`config.mk`:
```
export PLATFORM = sky130hd
export DESIGN_NAME = header_sum_frame_receiver_unit_flat
export DESIGN_NICKNAME = d
export VERILOG_FILES = /design/src/sv/hsf_pkg.sv /design/src/sv/hsf_ifs.sv /design/src/sv/hsf_cfg_regs.sv /design/src/sv/hsf_frame_parser.sv /design/src/sv/hsf_result_reg.sv /design/src/sv/header_sum_frame_receiver_unit.sv /design/src/flat_wrapper.sv
export SDC_FILE = /design/constraint.sdc
export NUM_CORES = 1
export LEC_CHECK = 0
export ABC_AREA = 0
export ABC_CLOCK_PERIOD_IN_PS = 16100
export BUFFER_PORTS_ARGS = -buffer_cell sky130_fd_sc_hd__buf_4
export CELL_PAD_IN_SITES_DETAIL_PLACEMENT = 0
export CELL_PAD_IN_SITES_GLOBAL_PLACEMENT = 1
export CORE_MARGIN = 2
export CORE_UTILIZATION = 30
export DETAILED_ROUTE_END_ITERATION = 6
export GPL_TIMING_DRIVEN = 0
export PLACE_DENSITY_LB_ADDON = 0.1
export SLEW_MARGIN = 10
export SYNTH_ARGS = -nofsm -noshare
export SYNTH_HDL_FRONTEND = slang
export SYNTH_SLANG_ARGS = --single-unit
```
`constraint.sdc`:
```
create_clock -name clk -period 16.1 [get_ports clk]
set_input_delay 1.61 -clock clk [delete_from_list [all_inputs] [get_ports clk]]
set_output_delay 1.61 -clock clk [all_outputs]
set_load 0.01 [all_outputs]
```
`src/sv/hsf_pkg.sv`:
```
// Shared types, constants and register codes for the header/sum frame receiver.
`default_nettype none

package hsf_pkg;

  // Field widths
  localparam int BYTE_W      = 8;
  localparam int WORD_W      = 32;
  localparam int CFG_INDEX_W = 8;
  localparam int CFG_DATA_W  = 8;

  // Frame layout: two header bytes, eighteen body bytes, one sum byte
  localparam int FRAME_BYTES = 21;
  localparam int BODY_BYTES  = 18;
  localparam int COUNT_W     = 5;
  localparam int BODY_IDX_W  = $clog2(BODY_BYTES);

  localparam logic [COUNT_W-1:0] CNT_SECOND_HDR = COUNT_W'(1);
  localparam logic [COUNT_W-1:0] CNT_BODY_FIRST = COUNT_W'(2);
  localparam logic [COUNT_W-1:0] CNT_CHECK      = COUNT_W'(FRAME_BYTES - 1);

  // Byte 3 value that marks the tag as detected
  localparam logic [BYTE_W-1:0] SEEN_CODE = 8'h01;

  // Configuration register indexes
  localparam logic [CFG_INDEX_W-1:0] REG_FIRST_HEADER  = CFG_INDEX_W'(0);
  localparam logic [CFG_INDEX_W-1:0] REG_SECOND_HEADER = CFG_INDEX_W'(1);

  // One decoded frame
  typedef struct packed {
    logic [BYTE_W-1:0] tag_number;
    logic              tag_seen;
    logic [WORD_W-1:0] pos_x_bits;
    logic [WORD_W-1:0] pos_y_bits;
    logic [WORD_W-1:0] pos_z_bits;
    logic [WORD_W-1:0] heading_bits;
  } hsf_result_t;

  // Header match values
  typedef struct packed {
    logic [BYTE_W-1:0] first_header;
    logic [BYTE_W-1:0] second_header;
  } hsf_cfg_t;

endpackage

`default_nettype wire

```
`src/sv/hsf_ifs.sv`:
```
// Channel interfaces: received bytes, decoded results and register writes.
`default_nettype none

interface hsf_byte_if import hsf_pkg::*; ();
  logic              valid;
  logic              ready;
  logic [BYTE_W-1:0] rx_byte;

  modport source (output valid, output rx_byte, input ready);
  modport sink   (input valid, input rx_byte, output ready);
endinterface

interface hsf_result_if import hsf_pkg::*; ();
  logic              valid;
  logic              ready;
  logic [BYTE_W-1:0] tag_number;
  logic              tag_seen;
  logic [WORD_W-1:0] pos_x_bits;
  logic [WORD_W-1:0] pos_y_bits;
  logic [WORD_W-1:0] pos_z_bits;
  logic [WORD_W-1:0] heading_bits;

  modport source (output valid, output tag_number, output tag_seen, output pos_x_bits,
                  output pos_y_bits, output pos_z_bits, output heading_bits, input ready);
  modport sink   (input valid, input tag_number, input tag_seen, input pos_x_bits,
                  input pos_y_bits, input pos_z_bits, input heading_bits, output ready);
endinterface

interface hsf_cfg_if import hsf_pkg::*; ();
  logic                   valid;
  logic                   ready;
  logic [CFG_INDEX_W-1:0] index;
  logic [CFG_DATA_W-1:0]  data;

  modport source (output valid, output index, output data, input ready);
  modport sink   (input valid, input index, input data, output ready);
endinterface

`default_nettype wire

```
`src/sv/hsf_cfg_regs.sv`:
```
// Header match registers written through the configuration channel.
`default_nettype none

module hsf_cfg_regs import hsf_pkg::*; (
  input  wire logic clk,
  input  wire logic rst,
  hsf_cfg_if.sink   cfg,
  output hsf_cfg_t  regs
);

  hsf_cfg_t cfg_q;

  assign cfg.ready = 1'b1;
  assign regs      = cfg_q;

  // Decode the index; unknown indexes are ignored
  always_ff @(posedge clk) begin
    if (rst) begin
      cfg_q <= '0;
    end else if (cfg.valid) begin
      unique case (cfg.index)
        REG_FIRST_HEADER:  cfg_q.first_header  <= cfg.data;
        REG_SECOND_HEADER: cfg_q.second_header <= cfg.data;
        default: ;
      endcase
    end
  end

endmodule

`default_nettype wire

```
`src/sv/hsf_frame_parser.sv`:
```
// Frame hunter: header match, body capture, running sum and checksum test.
`default_nettype none

module hsf_frame_parser import hsf_pkg::*; (
  input  wire logic              clk,
  input  wire logic              rst,
  input  wire logic              byte_take,
  input  wire logic [BYTE_W-1:0] rx_byte,
  input  wire hsf_cfg_t          regs,
  output logic                   at_check,
  output logic                   res_load,
  output hsf_result_t            res_data
);

  logic               in_frame, in_frame_next;
  logic [COUNT_W-1:0] byte_count, byte_count_next;
  logic [BYTE_W-1:0]  running_sum, running_sum_next;
  logic               store_we;
  logic [BYTE_W-1:0]  payload_store [BODY_BYTES];
  logic [COUNT_W-1:0] body_pos;

  assign at_check = in_frame && (byte_count == CNT_CHECK);
  assign body_pos = byte_count - CNT_BODY_FIRST;

  // Next state for one accepted byte
  always_comb begin
    in_frame_next    = in_frame;
    byte_count_next  = byte_count;
    running_sum_next = running_sum;
    store_we         = 1'b0;
    res_load         = 1'b0;
    if (byte_take) begin
      if (!in_frame) begin
        if (rx_byte == regs.first_header) begin
          in_frame_next    = 1'b1;
          byte_count_next  = CNT_SECOND_HDR;
          running_sum_next = '0;
        end
      end else if (byte_count == CNT_SECOND_HDR) begin
        if (rx_byte == regs.second_header) begin
          byte_count_next  = CNT_BODY_FIRST;
          running_sum_next = '0;
        end else begin
          in_frame_next    = 1'b0;
          byte_count_next  = '0;
          running_sum_next = '0;
        end
      end else if (byte_count >= CNT_BODY_FIRST && byte_count < CNT_CHECK) begin
        store_we         = 1'b1;
        running_sum_next = running_sum + rx_byte;
        byte_count_next  = byte_count + COUNT_W'(1);
      end else begin
        // checksum byte, or a count that cannot occur: back to hunting
        res_load         = (byte_count == CNT_CHECK) && (rx_byte == running_sum);
        in_frame_next    = 1'b0;
        byte_count_next  = '0;
        running_sum_next = '0;
      end
    end
  end

  always_ff @(posedge clk) begin
    if (rst) begin
      in_frame    <= 1'b0;
      byte_count  <= '0;
      running_sum <= '0;
    end else begin
      in_frame    <= in_frame_next;
      byte_count  <= byte_count_next;
      running_sum <= running_sum_next;
    end
  end

  // Body bytes 2..19, written in arrival order
  always_ff @(posedge clk) begin
    if (store_we) begin
      payload_store[body_pos[BODY_IDX_W-1:0]] <= rx_byte;
    end
  end

  // Field assembly, words little-endian
  always_comb begin
    res_data.tag_number   = payload_store[0];
    res_data.tag_seen     = (payload_store[1] == SEEN_CODE);
    res_data.pos_x_bits   = {payload_store[5],  payload_store[4],
                             payload_store[3],  payload_store[2]};
    res_data.pos_y_bits   = {payload_store[9],  payload_store[8],
                             payload_store[7],  payload_store[6]};
    res_data.pos_z_bits   = {payload_store[13], payload_store[12],
                             payload_store[11], payload_store[10]};
    res_data.heading_bits = {payload_store[17], payload_store[16],
                             payload_store[15], payload_store[14]};
  end

endmodule

`default_nettype wire

```
`src/sv/hsf_result_reg.sv`:
```
// Output register that holds one decoded frame until the receiver takes it.
`default_nettype none

module hsf_result_reg import hsf_pkg::*; (
  input  wire logic        clk,
  input  wire logic        rst,
  input  wire logic        res_load,
  input  wire hsf_result_t res_data,
  output logic             busy,
  hsf_result_if.source     res
);

  logic        out_valid;
  hsf_result_t out_data;

  // Full and not being drained this cycle
  assign busy = out_valid && !res.ready;

  always_ff @(posedge clk) begin
    if (rst) begin
      out_valid <= 1'b0;
    end else if (res_load) begin
      out_valid <= 1'b1;
    end else if (res.ready) begin
      out_valid <= 1'b0;
    end
  end

  always_ff @(posedge clk) begin
    if (res_load) begin
      out_data <= res_data;
    end
  end

  assign res.valid        = out_valid;
  assign res.tag_number   = out_data.tag_number;
  assign res.tag_seen     = out_data.tag_seen;
  assign res.pos_x_bits   = out_data.pos_x_bits;
  assign res.pos_y_bits   = out_data.pos_y_bits;
  assign res.pos_z_bits   = out_data.pos_z_bits;
  assign res.heading_bits = out_data.heading_bits;

endmodule

`default_nettype wire

```
`src/sv/header_sum_frame_receiver_unit.sv`:
```
// Top level of the header/sum frame receiver.
//
// Channels: rx carries one received serial byte per item; res carries one
// decoded frame (tag number, detected flag, four raw float words); cfg writes
// the two header match registers (index 0 first header, 1 second header,
// other indexes ignored). cfg is always ready.
//
// Throughput: one byte per cycle while rx is ready (see Stall). A frame is
// 21 bytes; the checksum byte ends it. Latency: the result is valid in the
// cycle after the checksum byte is accepted, loaded straight from the body
// store into the output register.
//
// Stall: the output register holds one result. While it is full and res is
// not ready, rx still takes bytes; only a checksum byte waits, since it may
// produce the next result. The ready path is the output register's
// drain condition.
//
// Reset: header registers clear to zero, the parser returns to hunting and
// the output register empties. The body store has no reset.
`default_nettype none

module header_sum_frame_receiver_unit import hsf_pkg::*; (
  input  wire logic    clk,
  input  wire logic    rst,
  hsf_byte_if.sink     rx,
  hsf_result_if.source res,
  hsf_cfg_if.sink      cfg
);

  hsf_cfg_t    regs;
  hsf_result_t res_data;
  logic        at_check;
  logic        res_load;
  logic        out_busy;
  logic        byte_take;

  // Hold off only the byte that could produce a second pending result
  assign rx.ready  = !(at_check && out_busy);
  assign byte_take = rx.valid && rx.ready;

  hsf_cfg_regs u_cfg_regs (
    .clk  (clk),
    .rst  (rst),
    .cfg  (cfg),
    .regs (regs)
  );

  hsf_frame_parser u_frame_parser (
    .clk       (clk),
    .rst       (rst),
    .byte_take (byte_take),
    .rx_byte   (rx.rx_byte),
    .regs      (regs),
    .at_check  (at_check),
    .res_load  (res_load),
    .res_data  (res_data)
  );

  hsf_result_reg u_result_reg (
    .clk      (clk),
    .rst      (rst),
    .res_load (res_load),
    .res_data (res_data),
    .busy     (out_busy),
    .res      (res)
  );

endmodule

`default_nettype wire

```
`src/flat_wrapper.sv`:
```
// flat-port wrapper written by rule: the top's interface ports become plain ports
module header_sum_frame_receiver_unit_flat import hsf_pkg::*;
  (clk, rst, rx_valid, rx_rx_byte, rx_ready, res_valid, res_tag_number, res_tag_seen, res_pos_x_bits, res_pos_y_bits, res_pos_z_bits, res_heading_bits, res_ready, cfg_valid, cfg_index, cfg_data, cfg_ready);
  hsf_byte_if rx_i ();
  hsf_result_if res_i ();
  hsf_cfg_if cfg_i ();
  input  wire logic clk;
  input  wire logic rst;
  input wire logic [$bits(rx_i.valid)-1:0] rx_valid;
  input wire logic [$bits(rx_i.rx_byte)-1:0] rx_rx_byte;
  output wire logic [$bits(rx_i.ready)-1:0] rx_ready;
  output wire logic [$bits(res_i.valid)-1:0] res_valid;
  output wire logic [$bits(res_i.tag_number)-1:0] res_tag_number;
  output wire logic [$bits(res_i.tag_seen)-1:0] res_tag_seen;
  output wire logic [$bits(res_i.pos_x_bits)-1:0] res_pos_x_bits;
  output wire logic [$bits(res_i.pos_y_bits)-1:0] res_pos_y_bits;
  output wire logic [$bits(res_i.pos_z_bits)-1:0] res_pos_z_bits;
  output wire logic [$bits(res_i.heading_bits)-1:0] res_heading_bits;
  input wire logic [$bits(res_i.ready)-1:0] res_ready;
  input wire logic [$bits(cfg_i.valid)-1:0] cfg_valid;
  input wire logic [$bits(cfg_i.index)-1:0] cfg_index;
  input wire logic [$bits(cfg_i.data)-1:0] cfg_data;
  output wire logic [$bits(cfg_i.ready)-1:0] cfg_ready;
  assign rx_i.valid = rx_valid;
  assign rx_i.rx_byte = rx_rx_byte;
  assign rx_ready = rx_i.ready;
  assign res_valid = res_i.valid;
  assign res_tag_number = res_i.tag_number;
  assign res_tag_seen = res_i.tag_seen;
  assign res_pos_x_bits = res_i.pos_x_bits;
  assign res_pos_y_bits = res_i.pos_y_bits;
  assign res_pos_z_bits = res_i.pos_z_bits;
  assign res_heading_bits = res_i.heading_bits;
  assign res_i.ready = res_ready;
  assign cfg_i.valid = cfg_valid;
  assign cfg_i.index = cfg_index;
  assign cfg_i.data = cfg_data;
  assign cfg_ready = cfg_i.ready;
  header_sum_frame_receiver_unit u_core (.clk(clk), .rst(rst), .rx(rx_i), .res(res_i), .cfg(cfg_i));
endmodule
```
* Word level (Yosys, flattened, before mapping)
Memories as Yosys holds them, arrays and structs flattened. A register that Yosys moved wholly into a read port is not among the register bits.
Cells that the tools add are included.
** Word-level totals
- Register bits :: 32
- Latch bits :: 0
- Memory bits (writable) :: 144
- ROM bits :: 0
- Input port bits :: 29
- Output and inout bits :: 140
- Logic and storage cells :: 59
- Memories :: 1
** Cells by class
- Add/sub/neg operators :: 3
- $mul :: 0
- Div/mod/pow operators :: 0
- Order comparisons :: 2
- Equal/unequal tests :: 7
- Shift-type cells :: 0
- Multiplexer cells :: 25
- Bitwise operators :: 0
- Reduce and logical (&&, ||, !) cells :: 14
** Memory list
- u_core.u_frame_parser.payload_store :: depth 18, bits a word 8, rd ports 18, clocked after memory_dff 17, wr ports 1, line hsf_frame_parser.sv:19 : logic [BYTE_W-1:0] payload_store [BODY_BYTES];
** Operators with widths (count)
- $mux 8 :: 4
- $eq 8x8->1 :: 3
- $mux 5 :: 4
- $eq 8x1->1 const B :: 2
- $mux 1 :: 16
- $add 8x8->8 :: 1
- $logic_not 8->1 :: 1
- $logic_and 1x1->1 :: 6
- $reduce_and 2->1 :: 3
- $add 5x1->5 const B :: 1
- $eq 5x1->1 const B :: 1
- $eq 5x5->1 const B :: 1
- $ge 5x2->1 const B :: 1
- $lt 5x5->1 const B :: 1
- $sub 5x2->5 const B :: 1
- $reduce_bool 2->1 :: 2
- $logic_not 1->1 :: 2
- $mux 2 :: 1

* Depth between registers and ports, before layout
- Depth in word-level cells :: 8
- Mapped depth :: 8
- Depth with buffers taken out :: 7

* Modules after synthesis
From an unflattened synthesis, not the netlist that was laid out.
** Unflattened totals
- Cell total of the unflattened synthesis :: 551
- Area, all modules :: 10792.9 µm²
** Modules (own cells, without submodules)
- hsf_frame_parser :: times used 1, cells each 341, area an instance 5870.6 µm², sequential area each 4604.4 µm²
- hsf_result_reg :: times used 1, cells each 140, area an instance 4157.7 µm², sequential area each 4134.0 µm²
- hsf_cfg_regs :: times used 1, cells each 68, area an instance 753.2 µm², sequential area each 320.3 µm²
- header_sum_frame_receiver_unit :: times used 1, cells each 2, area an instance 11.3 µm², sequential area each 0.0 µm²

* Worst setup path before layout
OpenSTA, ideal clock, no wires.
- Kind :: input-to-reg
- Start :: input rx_rx_byte[2]
- End :: register, netlist name res_heading_bits[0]
- Setup time :: 0.805 ns
- Arrival :: 11.619 ns
- Required time :: 15.295 ns
- Path slack :: 3.676 ns
- Cell stages on the path :: 4
- Buffers on the path :: 0
- Cells stage by stage :: ha_1 -> nor4_1 -> nand3_1 -> nor3_1
** On the way
- Cells in the longest elaborated chain, start to end :: 6
** Ends and longest elaborated chain
- start: declaration :: line flat_wrapper.sv:10 : input wire logic [$bits(rx_i.rx_byte)-1:0] rx_rx_byte;
- $eq 8x8->1 :: line hsf_frame_parser.sv:54 : res_load = (byte_count == CNT_CHECK) && (rx_byte == running_sum);
- $logic_and 1x1->1 :: line hsf_frame_parser.sv:54
- $mux 1 :: line hsf_frame_parser.sv:48 : end else if (byte_count >= CNT_BODY_FIRST && byte_count < CNT_CHECK) begin
- $mux 1 :: line hsf_frame_parser.sv:39 : end else if (byte_count == CNT_SECOND_HDR) begin
- $mux 1 :: line hsf_frame_parser.sv:33 : if (!in_frame) begin
- $mux 1 :: line hsf_frame_parser.sv:32 : if (byte_take) begin
- net u_core.res_load :: line header_sum_frame_receiver_unit.sv:33 : logic res_load;
The timed path passes the listed nets, and every way through them passes these cells.
A chain may end at the register's enable or synchronous reset.

* Worst setup path in the final report
- Start :: input rx_rx_byte[2]
- End :: register, netlist name res_heading_bits[11]
** On the way
- Cells in the longest elaborated chain, start to end :: 6
** Ends and longest elaborated chain (line)
- $eq 8x8->1 :: hsf_frame_parser.sv:54
- $logic_and 1x1->1 :: hsf_frame_parser.sv:54
- $mux 1 :: hsf_frame_parser.sv:48
- $mux 1 :: hsf_frame_parser.sv:39
- $mux 1 :: hsf_frame_parser.sv:33
- $mux 1 :: hsf_frame_parser.sv:32
- net u_core.res_load :: header_sum_frame_receiver_unit.sv:33
The timed path passes the listed nets, and every way through them passes these cells.

==> metrics.yaml <==
cts_resized: 0
synthArstFlopShare: 0
grt_pass1_wl_um: 34550
multi_input_area_um2: 1423
clkTransAtPathRegs_ps: 60
crit_type: "in -> reg"
worst-path-buf-inv: 6
switching_share: 0.1944
combPwrFrac: 0.016
setup_slack_ps: 11900
detail-route-antenna-nets: 0
grt_pass1_vias: 5500
fin_crit_ps: 4205
io_pins: 169
cts_max_level: 2
grt_max_degree: 23
area.growth.synth_to_final_pct: 29.24
crit_slowest_cell: "nor3_2"
skew_ps: 15.27
floorplan.die_area_um2: 36750
final_max_slew_viol_count: 0
globalRoute.busiestLayer: "met2"
ys_seq_area_frac: 0.8570
cp-end-kind: "register"
worst_setup_path_start_kind: "primary input"
cts_max_path_buffers: 3
rsz0062_at_grt: "false"
power.switching_mw: 0.3243
vdd_drop_max_uv: 75.86
path_delay_family: "buffers and inverters"
setup_violations: 0
power.leakage_nw: 4.765
synth_cell_type_count: 53
crit_arrival_ps: 4410
hp-class: "reg -> reg"
cts-buffers-inserted: 35
post-route-period-util: 0.2612
utilization: 0.3945
cp_max_fo: 21
pre_cts_slack_ps: 11280
intPower_mw: 1.344
n_fill_cell: 3210
cp_data_required_time_ps: 16300
nNetsFinal: 797
grt_use_met1: 0.1710
drive_above_1_share: 0.3196
cp_cell_sequence: "buf_4, ha_1, nor4_1, nand3_1, nor3_2, buf_6, buf_6, buf_6, buf_4, buf_4"
core_um2: 34630
start_util: 0.3052
drc: 0
synth_enable_flop_cells: 281
tns_ps: 0
powerDensity_nw_per_um2: 122.1
met3_usage: 0.02631
wirelength_um: 23640
ctsHoldBuffers: 0
grtUsageTotal: 0.1275
port_buffers: 167
clk_latency_ps: 510
relSlewSlack: 0.4164
register_area_um2: 9059
first_pass_iters: 4
seqPwrFrac: 0.525
synth_flop_cell: "edfxtp_1"
viasPerCell: 4.338
post-cts-setup-buffer-count: 0
netlist_instances: 535
hold_viol: 0
yosys_warnings: 0
gp_congestion: 0.7840
cts-root-buf: "clkbuf_16"
cts_tree: "built"
cap_violations: 0
fmax_mhz: 237.8
antenna_found_initial: 0
drtIter0Drc: 326
whs_ps: 412.0
p_clk_frac: 0.459
syn_area_um2: 10570
clkSinkCount: 312
syn-num-nets: 579
slowest_delay_ps: 600
wl_per_cell_um: 19.16
hpwl_um: 15060
die_width_um: 191.7
grt_use_met2: 0.2111
synth-seq-cells: 312
std_cell_rows: 68
worst_slew_pin_slew_ps: 872.1
die_h_um: 191.7
total_power_mw: 1.668
gr-total-overflow: 0
via_count: 5353
antenna_cells: 0
outcome: "finished clean"
avgSynthCellArea_um2: 19.76
-- layout by cell type, fill, tap and decap left out, drive strengths merged, types with 2 or more instances in the layout --
cell type | Yosys | layout
o2111ai | 3 | 3
nor3 | 9 | 9
mux2i | 16 | 16
xnor2 | 19 | 19
bufinv | 0 | 3
buf | 8 | 189
nor2 | 38 | 38
or3 | 2 | 2
nand4 | 9 | 9
dfxtp | 31 | 31
ha | 14 | 14
clkinv | 0 | 14
nand3 | 13 | 13
or4b | 2 | 2
and3 | 3 | 3
o221a | 2 | 2
nor4 | 3 | 3
o21ai | 14 | 14
xor2 | 4 | 4
inv | 10 | 11
a21oi | 10 | 10
o21a | 3 | 3
edfxtp | 281 | 281
nand2 | 13 | 13
and4b | 2 | 2
clkbuf | 2 | 46
nor2b | 5 | 5
-- state kept, by name (all words and copies together), names as in the netlist, 5 cells and up --
register	flops
u_core.u_cfg_regs.regs	16
u_core.u_frame_parser.running_sum	8
u_core.u_frame_parser.payload_store	144
u_core.u_frame_parser.byte_count	5
res_tag_number	8
res_pos_y_bits	32
res_pos_z_bits	32
res_heading_bits	32
res_pos_x_bits	32
-- through the flow --
step / std cells / area [um2]
2_1_floorplan: 535 / 10570
3_3_place_gp: 1157 / 12390
3_5_place_dp: 1171 / 12540
4_1_cts: 1234 / 13660
5_1_grt: 1234 / 13660
6_report: 1234 / 13660
-- synthesized netlist by cell type, types with 2 or more instances --
master | number | area share
dfxtp_1 | 31 | 0.059
inv_1 | 9 | 0.0032
o221a_2 | 2 | 0.0021
buf_2 | 3 | 0.0014
nand2_1 | 12 | 0.0043
buf_1 | 2 | 0.00071
o2111ai_1 | 3 | 0.0025
nor2b_1 | 5 | 0.0030
xnor2_1 | 19 | 0.016
a21oi_1 | 10 | 0.0047
xor2_1 | 4 | 0.0033
nand3_1 | 13 | 0.0062
and3_1 | 3 | 0.0018
nand4_1 | 9 | 0.0053
o21a_1 | 3 | 0.0021
ha_1 | 14 | 0.017
nor4_1 | 3 | 0.0018
nor2_1 | 36 | 0.013
o21ai_0 | 14 | 0.0066
nor3_1 | 8 | 0.0038
nor2_2 | 2 | 0.0012
or3_1 | 2 | 0.0012
buf_4 | 2 | 0.0014
edfxtp_1 | 281 | 0.80
mux2i_1 | 16 | 0.015
clkbuf_1 | 2 | 0.00071
-- path summary, 6_finish.rpt --
| path | slack [ps] | from | to | cells past startpoint |
|---|---|---|---|---|
| max | 11900 | rx_rx_byte[2] | res_heading_bits[11] | 10 |
| min | 410 | u_core.u_frame_parser.payload_store[16][6] | res_heading_bits[22] | 0 |
| max reg2reg | 12620 | u_core.u_frame_parser.byte_count[1] | res_heading_bits[11] | 12 |
| min reg2reg | 410 | u_core.u_frame_parser.payload_store[16][6] | res_heading_bits[22] | 0 |
-- final cells by class --
class / count / share of cell area
multi-input cells: 203 / 0.1041
clock buffers: 44 / 0.06814
flip-flops and latches: 312 / 0.6631
inverters: 10 / 0.002748
well taps: 455 / 0.04167
plain buffers: 10 / 0.004122
clock inverters: 19 / 0.01356
repair buffers: 181 / 0.1025
-- power by group through the flow --
stage	combinational [mW]	sequential (mW)	clock, mW
final	0.0272	0.875	0.766
after floorplan	0.00783	0.893	0
after global placement	0.0282	0.893	0
after detailed placement	0.0285	0.893	0
after CTS	0.0286	0.875	0.790
after global routing	0.0303	0.875	0.821
-- layer usage --
metal  up-vias  part of all wire
met5         -                 0
met4         0             0.015
met3        29             0.055
met2       165              0.47
met1      2646              0.46
li1       2513                 -
-- logic make-up (layout without fill, tap and decap cells) --
kind of cell / Yosys count / count (layout) / share of synthesized area
flops: 312 / 312 / 0.8570
xor+xnor: 23 / 23 / 0.01906
compound gates: 47 / 47 / 0.03185
simple gates: 101 / 101 / 0.04924
buf+inv: 20 / 264 / 0.008877
other cells: 1 / 1 / 0.0003548
mux: 16 / 16 / 0.01515
fa+ha+maj: 15 / 15 / 0.01847
No activity file was read; power rests on OpenSTA's default activity.
